===== config.mk =====
export PLATFORM = sky130hd
export DESIGN_NAME = bitmap_page_allocator_flat
export DESIGN_NICKNAME = d
export VERILOG_FILES = /design/src/hdl/bpa_pkg.sv /design/src/hdl/bpa_req_if.sv /design/src/hdl/bpa_rsp_if.sv /design/src/hdl/bpa_ram.sv /design/src/hdl/bpa_find.sv /design/src/hdl/bpa_engine.sv /design/src/hdl/bitmap_page_allocator.sv /design/src/flat_wrapper.sv
export SDC_FILE = /design/constraint.sdc
export NUM_CORES = 2
export LEC_CHECK = 0
export BUFFER_PORTS_ARGS = -buffer_cell sky130_fd_sc_hd__buf_2
export CAP_MARGIN = 0
export CORE_ASPECT_RATIO = 1.2
export CORE_MARGIN = 2
export CORE_UTILIZATION = 55
export DETAILED_ROUTE_END_ITERATION = 8
export PLACE_DENSITY = 0.74
export SKIP_CTS_REPAIR_TIMING = 1
export SLEW_MARGIN = 0
export SYNTH_ARGS = -nofsm -noshare
export SYNTH_HDL_FRONTEND = slang
export SYNTH_HIERARCHICAL = 1
export SYNTH_SLANG_ARGS = --single-unit

===== constraint.sdc =====
create_clock -name clock -period 5.47 [get_ports clock]
set_clock_uncertainty 0.15 [all_clocks]
set_input_delay 1.094 -clock clock [delete_from_list [all_inputs] [get_ports clock]]
set_output_delay 1.094 -clock clock [all_outputs]
set_load 0.02 [all_outputs]

===== src/hdl/bpa_pkg.sv =====
package bpa_pkg;

   // Managed region geometry
   localparam int PAGE_COUNT = 1024;
   localparam int PAGE_SHIFT = 12;

   // Bitmap layout: 32 pages per RAM word
   localparam int WORD_BITS  = 32;
   localparam int BIT_W      = $clog2(WORD_BITS);
   localparam int WORD_COUNT = (PAGE_COUNT + WORD_BITS - 1) / WORD_BITS;
   localparam int WIDX_W     = (WORD_COUNT > 1) ? $clog2(WORD_COUNT) : 1;
   localparam int PIDX_W     = WIDX_W + BIT_W;

   localparam logic [WIDX_W-1:0] LAST_WORD = WIDX_W'(WORD_COUNT - 1);

   // Bits of the last word past the end of the region always read as used
   localparam logic [WORD_BITS-1:0] LAST_PAD =
      (PAGE_COUNT % WORD_BITS == 0) ? '0 :
      ~((WORD_BITS'(1) << (PAGE_COUNT % WORD_BITS)) - WORD_BITS'(1));

   localparam logic [31:0] BASE_RESET = 32'd4000;

   localparam logic OP_ALLOC = 1'b0;
   localparam logic OP_FREE  = 1'b1;

   localparam logic [1:0] ST_ALLOCATED   = 2'd0;
   localparam logic [1:0] ST_NO_MEMORY   = 2'd1;
   localparam logic [1:0] ST_FREED       = 2'd2;
   localparam logic [1:0] ST_BAD_ADDRESS = 2'd3;

   typedef struct packed {
      logic [31:0] page_address;
      logic [1:0]  status;
   } result_type;

endpackage


===== src/hdl/bpa_req_if.sv =====
interface bpa_req_if ();
   logic        valid;
   logic        ready;
   logic        opcode;
   logic [31:0] free_address;

   modport source (output valid, output opcode, output free_address, input ready);
   modport sink (input valid, input opcode, input free_address, output ready);
endinterface


===== src/hdl/bpa_rsp_if.sv =====
interface bpa_rsp_if ();
   logic        valid;
   logic        ready;
   logic [31:0] page_address;
   logic [1:0]  status;

   modport source (output valid, output page_address, output status, input ready);
   modport sink (input valid, input page_address, input status, output ready);
endinterface


===== src/hdl/bpa_ram.sv =====
module bpa_ram #(
   parameter int WIDTH = 32,
   parameter int DEPTH = 32
) (
   input  logic                                         clock,
   input  logic                                         wr_en,
   input  logic [((DEPTH > 1) ? $clog2(DEPTH) : 1)-1:0] wr_addr,
   input  logic [WIDTH-1:0]                             wr_data,
   input  logic                                         rd_en,
   input  logic [((DEPTH > 1) ? $clog2(DEPTH) : 1)-1:0] rd_addr,
   output logic [WIDTH-1:0]                             rd_data
);

   logic [WIDTH-1:0] mem [DEPTH];
   logic [WIDTH-1:0] rd_data_ff;

   always_ff @(posedge clock) begin
      if (wr_en) begin
         mem[wr_addr] <= wr_data;
      end
      if (rd_en) begin
         rd_data_ff <= mem[rd_addr];
      end
   end

   assign rd_data = rd_data_ff;

endmodule


===== src/hdl/bpa_find.sv =====
// Lowest clear bit of a bitmap word.
module bpa_find (
   input  logic [bpa_pkg::WORD_BITS-1:0] word,
   output logic                          found,
   output logic [bpa_pkg::WORD_BITS-1:0] onehot,
   output logic [bpa_pkg::BIT_W-1:0]     index
);

   always_comb begin
      onehot = ~word & (word + bpa_pkg::WORD_BITS'(1));
      found  = ~&word;
      index  = '0;
      for (int b = 0; b < bpa_pkg::WORD_BITS; b++) begin
         if (onehot[b]) begin
            index = index | bpa_pkg::BIT_W'(b);
         end
      end
   end

endmodule


===== src/hdl/bpa_engine.sv =====
// Bitmap sequencer: clearing pass, first-fit scan, free read-modify-write.
module bpa_engine (
   input  logic                   clock,
   input  logic                   reset,
   input  logic                   start,
   input  logic                   opcode,
   input  logic [31:0]            free_address,
   input  logic [31:0]            base_address,
   input  logic                   slot_free,
   output logic                   idle,
   output logic                   done,
   output bpa_pkg::result_type    result
);

   localparam logic [2:0] S_CLEAR   = 3'd0;
   localparam logic [2:0] S_IDLE    = 3'd1;
   localparam logic [2:0] S_SCAN    = 3'd2;
   localparam logic [2:0] S_FREE_RD = 3'd3;
   localparam logic [2:0] S_FREE_WR = 3'd4;
   localparam logic [2:0] S_DONE    = 3'd5;

   logic [2:0]                     state_ff, state_in;
   logic [bpa_pkg::WIDX_W-1:0]     idx_ff, idx_in;       // scan / clear address
   logic                           chk_vld_ff, chk_vld_in;
   logic [bpa_pkg::WIDX_W-1:0]     chk_idx_ff, chk_idx_in;
   logic [bpa_pkg::PIDX_W-1:0]     page_ff, page_in;
   logic [1:0]                     status_ff, status_in;

   logic                           wr_en, rd_en;
   logic [bpa_pkg::WIDX_W-1:0]     wr_addr, rd_addr;
   logic [bpa_pkg::WORD_BITS-1:0]  wr_data, rd_data, masked;
   logic                           found;
   logic [bpa_pkg::WORD_BITS-1:0]  onehot;
   logic [bpa_pkg::BIT_W-1:0]      bit_idx;

   logic [31:0]                    diff, page32;
   logic [31:0]                    offset;

   bpa_ram #(
      .WIDTH (bpa_pkg::WORD_BITS),
      .DEPTH (bpa_pkg::WORD_COUNT)
   ) u_ram (
      .clock   (clock),
      .wr_en   (wr_en),
      .wr_addr (wr_addr),
      .wr_data (wr_data),
      .rd_en   (rd_en),
      .rd_addr (rd_addr),
      .rd_data (rd_data)
   );

   assign masked = rd_data | ((chk_idx_ff == bpa_pkg::LAST_WORD) ? bpa_pkg::LAST_PAD : '0);

   bpa_find u_find (
      .word   (masked),
      .found  (found),
      .onehot (onehot),
      .index  (bit_idx)
   );

   assign diff   = free_address - base_address;
   assign page32 = diff >> bpa_pkg::PAGE_SHIFT;
   assign offset = 32'(page_ff) << bpa_pkg::PAGE_SHIFT;

   always_comb begin
      state_in   = state_ff;
      idx_in     = idx_ff;
      chk_vld_in = 1'b0;
      chk_idx_in = chk_idx_ff;
      page_in    = page_ff;
      status_in  = status_ff;
      wr_en      = 1'b0;
      wr_addr    = idx_ff;
      wr_data    = '0;
      rd_en      = 1'b0;
      rd_addr    = idx_ff;

      unique case (state_ff)
         S_CLEAR: begin
            wr_en = 1'b1;
            if (idx_ff == bpa_pkg::LAST_WORD) begin
               state_in = S_IDLE;
            end else begin
               idx_in = idx_ff + bpa_pkg::WIDX_W'(1);
            end
         end
         S_IDLE: begin
            if (start) begin
               idx_in = '0;
               if (opcode == bpa_pkg::OP_ALLOC) begin
                  state_in = S_SCAN;
               end else if (page32 < 32'(bpa_pkg::PAGE_COUNT)) begin
                  page_in  = page32[bpa_pkg::PIDX_W-1:0];
                  state_in = S_FREE_RD;
               end else begin
                  status_in = bpa_pkg::ST_BAD_ADDRESS;
                  state_in  = S_DONE;
               end
            end
         end
         S_SCAN: begin
            // one word read per cycle, checked in the next cycle
            if (chk_vld_ff && found) begin
               wr_en     = 1'b1;
               wr_addr   = chk_idx_ff;
               wr_data   = rd_data | onehot;
               page_in   = {chk_idx_ff, bit_idx};
               status_in = bpa_pkg::ST_ALLOCATED;
               state_in  = S_DONE;
            end else if (chk_vld_ff && chk_idx_ff == bpa_pkg::LAST_WORD) begin
               status_in = bpa_pkg::ST_NO_MEMORY;
               state_in  = S_DONE;
            end else begin
               rd_en      = 1'b1;
               chk_vld_in = 1'b1;
               chk_idx_in = idx_ff;
               if (idx_ff != bpa_pkg::LAST_WORD) begin
                  idx_in = idx_ff + bpa_pkg::WIDX_W'(1);
               end
            end
         end
         S_FREE_RD: begin
            rd_en    = 1'b1;
            rd_addr  = page_ff[bpa_pkg::PIDX_W-1:bpa_pkg::BIT_W];
            state_in = S_FREE_WR;
         end
         S_FREE_WR: begin
            wr_en     = 1'b1;
            wr_addr   = page_ff[bpa_pkg::PIDX_W-1:bpa_pkg::BIT_W];
            wr_data   = rd_data &
                        ~(bpa_pkg::WORD_BITS'(1) << page_ff[bpa_pkg::BIT_W-1:0]);
            status_in = bpa_pkg::ST_FREED;
            state_in  = S_DONE;
         end
         S_DONE: begin
            if (slot_free) begin
               state_in = S_IDLE;
            end
         end
         default: begin
            state_in = S_IDLE;
         end
      endcase
   end

   always_ff @(posedge clock) begin
      if (reset) begin
         state_ff   <= S_CLEAR;
         idx_ff     <= '0;
         chk_vld_ff <= 1'b0;
      end else begin
         state_ff   <= state_in;
         idx_ff     <= idx_in;
         chk_vld_ff <= chk_vld_in;
      end
      chk_idx_ff <= chk_idx_in;
      page_ff    <= page_in;
      status_ff  <= status_in;
   end

   assign idle = (state_ff == S_IDLE);
   assign done = (state_ff == S_DONE);

   assign result.status       = status_ff;
   assign result.page_address = (status_ff == bpa_pkg::ST_ALLOCATED) ?
                                base_address + offset : 32'd0;

endmodule


===== src/hdl/bitmap_page_allocator.sv =====
// Channel  Dir  Word contents                      Handshake
// req      in   opcode, free_address               valid/ready
// rsp      out  page_address, status               valid/ready
// csr      in   base_address (32b)                 write enable only
//
// Allocate: a first-fit scan of the bitmap RAM, one word per cycle from
//   word 0; the lowest free page of the first word that has one is marked
//   used and returned, else the status is no memory.
// Free: RAM read, then write back; an out-of-range address gets a bad-address status.
// Reset: a clearing pass writes every bitmap word to zero, and req.ready
//   stays low until it ends.
// Stalls: one item in flight; rsp holds in an output register, so the next
//   req word is taken while a result waits.
module bitmap_page_allocator (
   input  logic        clock,
   input  logic        reset,
   bpa_req_if.sink     req_if,
   bpa_rsp_if.source   rsp_if,
   input  logic        csr_write_enable,
   input  logic [31:0] csr_write_data
);

   logic [31:0]         base_address_ff;
   logic                rsp_valid_ff, rsp_valid_in;
   bpa_pkg::result_type rsp_word_ff;
   bpa_pkg::result_type result;
   logic                idle, done, slot_free, start;

   // base address register
   always_ff @(posedge clock) begin
      if (reset) begin
         base_address_ff <= bpa_pkg::BASE_RESET;
      end else if (csr_write_enable) begin
         base_address_ff <= csr_write_data;
      end
   end

   assign start         = req_if.valid & idle;
   assign req_if.ready  = idle;

   // output slot is free when empty or being drained this cycle
   assign slot_free = ~rsp_valid_ff | rsp_if.ready;

   bpa_engine u_engine (
      .clock        (clock),
      .reset        (reset),
      .start        (start),
      .opcode       (req_if.opcode),
      .free_address (req_if.free_address),
      .base_address (base_address_ff),
      .slot_free    (slot_free),
      .idle         (idle),
      .done         (done),
      .result       (result)
   );

   always_comb begin
      rsp_valid_in = rsp_valid_ff;
      if (done && slot_free) begin
         rsp_valid_in = 1'b1;
      end else if (rsp_if.ready) begin
         rsp_valid_in = 1'b0;
      end
   end

   always_ff @(posedge clock) begin
      if (reset) begin
         rsp_valid_ff <= 1'b0;
      end else begin
         rsp_valid_ff <= rsp_valid_in;
      end
      if (done && slot_free) begin
         rsp_word_ff <= result;
      end
   end

   assign rsp_if.valid        = rsp_valid_ff;
   assign rsp_if.page_address = rsp_word_ff.page_address;
   assign rsp_if.status       = rsp_word_ff.status;

endmodule

===== src/flat_wrapper.sv =====
// flat-port wrapper written by rule: the top's interface ports become plain ports
module bitmap_page_allocator_flat 
  (clock, reset, csr_write_enable, csr_write_data, req_if_valid, req_if_opcode, req_if_free_address, req_if_ready, rsp_if_valid, rsp_if_page_address, rsp_if_status, rsp_if_ready);
  bpa_req_if req_if_i ();
  bpa_rsp_if rsp_if_i ();
  input  logic clock;
  input  logic reset;
  input  logic csr_write_enable;
  input  logic [31:0] csr_write_data;
  input wire logic [$bits(req_if_i.valid)-1:0] req_if_valid;
  input wire logic [$bits(req_if_i.opcode)-1:0] req_if_opcode;
  input wire logic [$bits(req_if_i.free_address)-1:0] req_if_free_address;
  output wire logic [$bits(req_if_i.ready)-1:0] req_if_ready;
  output wire logic [$bits(rsp_if_i.valid)-1:0] rsp_if_valid;
  output wire logic [$bits(rsp_if_i.page_address)-1:0] rsp_if_page_address;
  output wire logic [$bits(rsp_if_i.status)-1:0] rsp_if_status;
  input wire logic [$bits(rsp_if_i.ready)-1:0] rsp_if_ready;
  assign req_if_i.valid = req_if_valid;
  assign req_if_i.opcode = req_if_opcode;
  assign req_if_i.free_address = req_if_free_address;
  assign req_if_ready = req_if_i.ready;
  assign rsp_if_valid = rsp_if_i.valid;
  assign rsp_if_page_address = rsp_if_i.page_address;
  assign rsp_if_status = rsp_if_i.status;
  assign rsp_if_i.ready = rsp_if_ready;
  bitmap_page_allocator u_core (.clock(clock), .reset(reset), .req_if(req_if_i), .rsp_if(rsp_if_i), .csr_write_enable(csr_write_enable), .csr_write_data(csr_write_data));
endmodule

==> results.cfg <==
[status]
status = finished, final reports clean

[die]
die_w_microns = 275
pin_count = 106
die_area_sq_mm = 0.0907
start_util_pct = 55.4
rows = 119
die_h_microns = 329
coreArea_sq_mm = 0.0875

[global_routing]
met3_usage_pct = 3.79
grt_pass1_vias = 28829
grt_first_pass_wirelength_mm = 187
overflow = 0
met2_usage_pct = 48.5
grt.busiest_layer = met2
antenna_found_initial = 2
grt_util_met1_pct = 35.8
grt_max_degree = 129
grt_usage_pct = 28.1

[clocking]
tritoncts = yes
cts_buffers = 107
cts.sinks = 1149
clock_path_buffers = 3
clk_latency_ns = 0.70
clockRootBuffer = clkbuf_16
clk_pin_slew_worst_paths_ns = 0.07
cts_max_level = 3

[setup_path]
start_kind = register
rrSetupSlack_ns = 0.87
reg2reg_to = u_core/u_engine/u_ram/mem[19][8]$_DFFE_PP_
cp.required_ns = 5.69
r2r_cells = 11
crit_chain = and2_2, nand3_1, nor2_1, nand4_1, and3_2, nor2_1, nand2_1, nand2_1, or3b_2, nor2_4, buf_12
worstSetupEndpointType = register
cp_slowest_cell = or3b_2
crit_path_max_incr_delay_ns = 0.62
crit_fanout = 20
cp.arrival_ns = 4.82
critPathKind = reg -> reg
r2r-start = u_core/u_engine/u_ram/rd_data[21]$_DFFE_PP_

[timing]
tightest_slew_ns = 1.32
clock.fmax_mhz = 217
relSlewSlack_pct = 12.1
hold_viol = 0
drv_slew = 0
period_minus_slack_ns = 4.60
setup_violations = 0
rsz0062_at_grt = no
min_period_over_period_pct = 84.1
tns_ns = 0

[synth]
synth_flop_cell = edfxtp_1
synth.largest_area_cell = edfxtp_1
yosysWarnings = 6
syn_nets = 3330
synthDistinctLibCells = 87
synth_edf_count = 1107
syn_area_sq_mm = 0.0485
synth.area.top_cells = edfxtp_1 (68%), mux2i_1 (11%), a21oi_1 (2.1%)
synth_seq_area_share_pct = 70.2
synth_area_per_cell_sq_um = 15.1
synth_cells = 3217
synth_seq_cells = 1149
async_flop_share_pct = 0
yosysTopAreaCellShare_pct = 68.5

[routing]
first_pass_iters = 6
wl_mm = 128
route.detailed.wl_per_inst_microns = 27.8
vias = 29013
remaining_drc_errors = 0
viasPerCell = 6.31
drt_iter0_drc = 3242
ant_nets = 0

[power_and_ir_drop]
p_per_area_mw_per_mm2 = 450
ir_drop_uv = 462
p_leak_nw = 18.4

[cells_and_area]
final_cell_mix = edfxtp_1 (1107), mux2i_1 (541), a21oi_1 (189)
post-route-util_pct = 62.1
drive_above_1_share_pct = 13.6
nets = 3475
final_cell_area_sq_mm = 0.0544
syn_to_final_growth_pct = 12.0
fill_cells = 6276
final_common_cell = edfxtp_1

[worst_hold_path]
holdPathStages = 2
min-delay-start = u_core/base_address_ff[6]$_SDFFE_PP0P_
min_to = u_core/base_address_ff[6]$_SDFFE_PP0P_
hold_class = reg -> reg

[run]
drv_cap = 0

[place]
gp_congestion = 0.944
place_area_sq_mm = 0.0510
dpl.hpwl_mm = 76.5
io_buffer_count = 105
==> where the power goes <==
| group | leakage (nW) | internal, mW | switching, mW | total, mW |
|---|---|---|---|---|
| Combinational | 6.19 | 2.20 | 4.15 | 6.36 |
| Clock | 1.63 | 3.92 | 3.19 | 7.11 |
| Sequential | 10.6 | 10.8 | 0.226 | 11.0 |
| Total | 18.4 | 16.9 | 7.57 | 24.5 |
==> how the worst max path moves through the flow <==
stage / startpoint / to / slack (ns) / depth (start not counted)
finish: u_core/u_engine/u_ram/rd_data[21]$_DFFE_PP_ / u_core/u_engine/u_ram/mem[19][8]$_DFFE_PP_ / 0.87 / 11
floorplan: u_core/u_engine/u_ram/rd_data[10]$_DFFE_PP_ / u_core/u_engine/u_ram/mem[12][0]$_DFFE_PP_ / 0.85 / 13
global placement: req_if_free_address[14] / u_core/u_engine/page_ff[1]$_DFFE_PP_ / 0.67 / 11
global route: u_core/u_engine/u_ram/rd_data[4]$_DFFE_PP_ / u_core/u_engine/u_ram/mem[1][8]$_DFFE_PP_ / 0.50 / 11
CTS: u_core/u_engine/u_ram/rd_data[4]$_DFFE_PP_ / u_core/u_engine/u_ram/mem[1][8]$_DFFE_PP_ / 0.91 / 11
detailed placement: req_if_free_address[13] / u_core/u_engine/page_ff[1]$_DFFE_PP_ / 0.52 / 11
==> metal layers <==
layer	share of wire, %	vias up
met4	4.2	0
met5	0	-
met3	7.3	238
met1	38	14690
li1	-	12763
met2	50	1322
==> critical path: cells and delay by family, from the launching register on <==
| family | cells | cell delay (ns) |
|---|---|---|
| flip-flops | 1 | 0.54 |
| AND/OR/NAND/NOR | 10 | 3.25 |
| buffers and inverters | 1 | 0.31 |
==> cell families (layout without fill, tap and decap cells) <==
kind of cell / Yosys count / after routing / share of synthesized area [%]
multiplexers: 548 / 548 / 11.3
AO/OA/AOI/OAI: 546 / 546 / 7.39
XOR/XNOR: 32 / 32 / 0.577
buffers and inverters: 230 / 458 / 2.58
flip-flops: 1149 / 1149 / 70.2
adder cells (fa/ha/maj): 43 / 43 / 1.12
other: 0 / 2 / 0
AND/OR/NAND/NOR: 669 / 669 / 6.79
==> registers in the layout, indices dropped and copies added (netlist names), 3 cells and up <==
signal                         cells
u_core/base_address_ff            32
u_core/rsp_if.page_address        32
u_core/u_engine/chk_idx_ff         5
u_core/u_engine/idx_ff             5
u_core/u_engine/page_ff           10
u_core/u_engine/state_ff           3
u_core/u_engine/u_ram/mem       1024
u_core/u_engine/u_ram/rd_data     32
==> final cells by class <==
cell class	count	area, sq um	share of cell area, %
clock buffer	131	2790	5.13
sequential	1149	34100	62.7
antenna	2	5.00	0.00921
inverter	53	199	0.366
multi-input combinational	1838	13600	25.0
clock inverter	61	556	1.02
tap	1149	1440	2.64
timing repair buffer	213	1720	3.17
==> synthesized netlist by cell type (17+ instances only) <==
cell type,n
nand4_1,17
buf_6,20
dfxtp_1,42
inv_1,53
nand2_1,190
a31oi_1,41
mux2i_1,541
nor3_1,53
nand3_1,128
edfxtp_1,1107
xnor2_1,23
buf_2,40
nor2_1,160
a22oi_1,102
o21ai_0,47
ha_1,42
clkbuf_1,67
nor2b_1,22
buf_4,36
a22o_1,64
a21oi_1,204
==> stage by stage <==
step / power [mW] / hold WS, ns / worst slack (ns) / instances
6_report: 24.5 / 0.356 / 0.869 / 4596
3_5_place_dp: 17.5 / 0.340 / 0.523 / 4402
3_3_place_gp: 17.4 / 0.329 / 0.671 / 4402
5_1_grt: 25.3 / 0.393 / 0.495 / 4594
2_1_floorplan: 15.4 / 0.292 / 0.851 / 3217
4_1_cts: 24.6 / 0.354 / 0.915 / 4594
(Power assumes the default switching activity.)
